### src/design/pes_ram.sv
// Single-port-write, single-port-read synchronous RAM with a registered read.
// Read data holds until the next read is issued.
// No package dependencies.
module pes_ram #(
	parameter int unsigned DEPTH = 64,
	parameter int unsigned WIDTH = 32,
	parameter int unsigned AW    = 6
) (
	input  logic             clk,
	input  logic             we,
	input  logic [AW-1:0]    waddr,
	input  logic [WIDTH-1:0] wdata,
	input  logic             re,
	input  logic [AW-1:0]    raddr,
	output logic [WIDTH-1:0] rdata
);

	logic [WIDTH-1:0] mem [DEPTH];
	logic [WIDTH-1:0] rdata_q;

	always_ff @(posedge clk) begin
		if (we) begin
			mem[waddr] <= wdata;
		end
	end

	always_ff @(posedge clk) begin
		if (re) begin
			rdata_q <= mem[raddr];
		end
	end

	assign rdata = rdata_q;

endmodule

### config.mk
export PLATFORM = sky130hd
export DESIGN_NAME = pes_ram
export DESIGN_NICKNAME = d
export VERILOG_FILES = /design/src/design/pes_ram.sv
export SDC_FILE = /design/constraint.sdc
export NUM_CORES = 2
export LEC_CHECK = 0
export BUFFER_PORTS_ARGS = -buffer_cell sky130_fd_sc_hd__buf_2
export CAP_MARGIN = 15
export CELL_PAD_IN_SITES_DETAIL_PLACEMENT = 1
export CELL_PAD_IN_SITES_GLOBAL_PLACEMENT = 1
export CORE_UTILIZATION = 40
export DETAILED_ROUTE_END_ITERATION = 6
export GPL_TIMING_DRIVEN = 0
export PLACE_DENSITY = 0.62
export SLEW_MARGIN = 10
export SYNTH_ARGS = -nofsm -noshare
export SYNTH_HDL_FRONTEND = slang
export SYNTH_SLANG_ARGS = --single-unit
### constraint.sdc
create_clock -name clk -period 4.65 [get_ports clk]
set_input_delay 0.2325 -clock clk [delete_from_list [all_inputs] [get_ports clk]]
set_output_delay 0.2325 -clock clk [all_outputs]
set_load 0.005 [all_outputs]
======== Yosys cells after proc, flatten, opt, wreduce, memory -nomap -nowiden ========
Memories as Yosys holds them, arrays and structs flattened. A register that Yosys moved wholly into a read port is not among the register bits.
Index checks and enable logic that the tools add are counted.
word-level totals
  bits in registers ....................... 0
  RAM bits ................................ 2,048
  bits of input ports ..................... 47
  memories ................................ 1
memories
  memory  words  bits a word  rd ports  clocked after Yosys merged registers in  wr ports  RTL line  text
  mem     64     32           1         1                                        1         18        logic [WIDTH-1:0] mem [DEPTH];
cells by class
  mux-type cells .......................... 2
operators by type and width
  kind              number
  2-to-1 mux 1 bit  2

======== Depth between registers and ports, before layout ========
  word-level depth ........................ 2
  depth in mapped cells ................... 10
  depth with buffers taken out ............ 5

======== Least setup slack after synthesis ========
No wires, ideal clock.
  path type ............................... input to register
  from .................................... in waddr[3]
  to ...................................... mem mem[48][0] (enable)
  setup time .............................. 0.461 ns
  data arrival time ....................... 2.931 ns
  setup slack ............................. 1.258 ns
  cell stages on the path ................. 4
  buffers on the path ..................... 1
  path through ............................ clkbuf_1 nor2b_1 nand4b_1 nor3_1
RTL lines
  element          RTL line  text
  start, declared  11        input logic [AW-1:0] waddr,
  end, declared    18
No word-level cell before the write port.

==> impl_metrics.toml <==
[setup_path]
slowest_stage = "clkbuf_1"
critical_path.max_stage_delay_ns = 0.86
worstPathArrival_ns = 4.81
startpoint_type = "input port"
path_buf_inv = 4
crit_required_ns = 5.17
crit_type = "input port to register"
path_max_fanout = 10
cp_num_cells = 9
critPathTopFamily = "buffers and inverters"
critPathCaptureType = "register"
path_cells = "buf_2 > buf_2 > nand2b_1 > buf_1 > clkbuf_1 > o22ai_1 > nor2_1 > a21oi_1 > nor2_1"
reg2reg_depth = 4

[power]
pwr-share-seq_pct = 52.4
p_total_mw = 39.75
clock_power_share_pct = 41.7
combPwrFrac_pct = 5.9
p_leak_nw = 28.91
ir_drop_mv = 0.4287
sw_frac_of_total_pct = 22.35
p_switching_mw = 8.883
internal_power_mw = 30.86
cellPowerDensity_mw_per_mm2 = 427.6

[global_routing]
grt_pass1_vias = 40180
grt_max_degree = 65
grt_pass1_wl_microns = 350300
globalRoute.totalOverflow = 0
antenna_found_initial = 9
track_usage_pct = 26.45

[sta]
fmax_mhz = 232.9
tns_ns = 0
min_period_over_period_pct = 92.35
fin_crit_ns = 4.294
slew_violations = 0
worst_slack_ns = 0.3557
rsz0062_at_grt = "false"
relSlewSlack_pct = 10.69
finalSetupViolations = 0
hold_violations = 0
skew_ns = 0.03382
holdWs_ns = 0.02356
max_slew.worst_pin.slew_ns = 1.340

[yosys]
synthTopCellsByArea = "edfxtp_1 (79%), mux4_2 (16%), mux2i_1 (1.2%)"
synthesis.area_sq_mm = 0.07884
yosysSeqAreaShare_pct = 79.23
ys_ff_latch = 2080
syn_inst = 3324
ys_top_cells_by_count = "edfxtp_1 (2080), mux4_2 (544), nor2_1 (137), mux2i_1 (93), o22ai_1 (84)"
ys_types = 33
syn_avg_cell_area_sq_um = 23.72
synthArstFlopShare_pct = 0
yosysMostFrequentCell = "edfxtp_1"
synth_nets = 3371
synth_edf_count = 2080
ys_warn_count = 0
yosysTopAreaCellShare_pct = 79.23
synth-main-ff-cell = "edfxtp_1"
synth_top_area_cell = "edfxtp_1"

[clock_tree]
post_cts_buffers = 0
clkTransAtPathRegs_ns = 0.06
root_buffer = "clkbuf_16"
cts_buffers = 208
cts_sinks = 2080
clk_latency_ns = 0.85
ctsResizeCount = 0
htreeDepth = 4
cts_tree = "done"
cts_buffer_depth = 3

[routing]
route.detailed.drc = 0
drt-initial-drc-count = 5918
vias_per_cell = 6.084
first_pass_iters = 5
wl_per_cell_microns = 39.88
ant_nets = 0
num_vias = 40000
routed_wl_microns = 262200

[final_layout]
syn2layout_area_growth_pct = 17.92
drive_gt1_share_pct = 31.16
fillers = 17380
multi_input_area_sq_mm = 0.01597
finalNetCount = 3821
final_cell_area_sq_mm = 0.09297
instances_no_fill = 6575
regArea_sq_mm = 0.06246
final_util_pct = 47.58

[worst_hold_path]
whs_path_depth = 1
hold_class = "input port to register"

[place]
place.gp.congestion = 0.8393
postPlaceCellArea_sq_mm = 0.08600
io_buffers = 70
dpl.cell_count = 6161
hpwl_microns = 172900
pre_cts_slack_ns = -0.2608

[die]
row_count = 162
die_w_microns = 445.9
die_area_sq_mm = 0.1989
io_pins = 79
fp.dieH_microns = 445.9
start_util_pct = 40.35
core_area_sq_mm = 0.1954

[run]
drv_cap = 0

[outcome]
outcome = "complete, no violations"
-- power by group through the flow --
stage / Sequential, mW / Combinational, mW / Clock, mW
after floorplan: 21.2 / 1.01 / 0
after global routing: 20.8 / 2.39 / 17.3
after CTS: 20.8 / 2.31 / 16.7
after global placement: 21.2 / 2.17 / 0
final: 20.8 / 2.34 / 16.6
after detailed placement: 21.2 / 2.30 / 0
-- placed cells by master (no fill, tap or decap), types with 8 or more instances in the layout --
master	count
clkbuf_1	90
mux2i_1	93
buf_16	46
edfxtp_1	2080
nor2_4	62
o221ai_1	27
buf_4	48
buf_6	16
nand2_1	26
mux4_2	544
dlygate4sd3_1	21
a22oi_1	12
nor2b_1	15
buf_12	79
clkbuf_2	15
bufinv_16	19
nor2_1	75
a21oi_1	62
buf_1	20
a311oi_1	8
o22ai_1	84
clkinv_1	57
clkinv_2	47
nand2b_1	8
buf_2	111
inv_6	9
clkbuf_16	210
-- state kept, by name, summed over array words and instances, names as in the netlist --
name and cells:
mem 2048, rdata 32
-- worst paths after layout --
path / to / startpoint / slack (ns)
worst max-delay path: rdata[27] / raddr[1] / 0.36
worst min register to register: rdata[4] / mem[28][4] / 0.92
worst min-delay path: mem[1][29] / wdata[29] / 0.02
worst max register to register: rdata[10] / mem[31][10] / 1.69
-- cell type report --
type | count | area share (%)
Antenna cell | 3 | 0.008075
Timing Repair Buffer | 240 | 4.007
Sequential cell | 2080 | 67.19
Clock inverter | 143 | 1.342
Tap cell | 2624 | 3.532
Buffer | 182 | 0.9744
Clock buffer | 241 | 5.778
Multi-Input combinational cell | 1062 | 17.17
-- kinds of logic after synthesis --
| family | after synthesis | share of synthesized area [%] |
|---|---|---|
| DFF | 2080 | 79.23 |
| muxes | 637 | 16.72 |
| AOI/OAI and AO/OA | 202 | 1.666 |
| buffers and inverters | 182 | 1.124 |
| and+or+nand+nor | 223 | 1.260 |
-- routing by layer --
metal / GRT usage, % / part of all wire (%)
met1: 35.13 / 38
met4: 11.70 / 5.2
met5: 0 / 0
met2: 41.85 / 47
met3: 5.974 / 9.6
-- worst reg2reg max path: stages (launching register included) --
cell      delay, ns
edfxtp_1       0.37
mux4_2         0.48
mux4_2         0.57
o22ai_1        0.87
nor2_1         0.34
-- timing repair --
item	CTS	global route
endpoints found under the hold margin	238	153
endpoints found under the setup margin	0	0
hold buffers	11	10
Note: power is estimated with default switching activity, not from simulation.
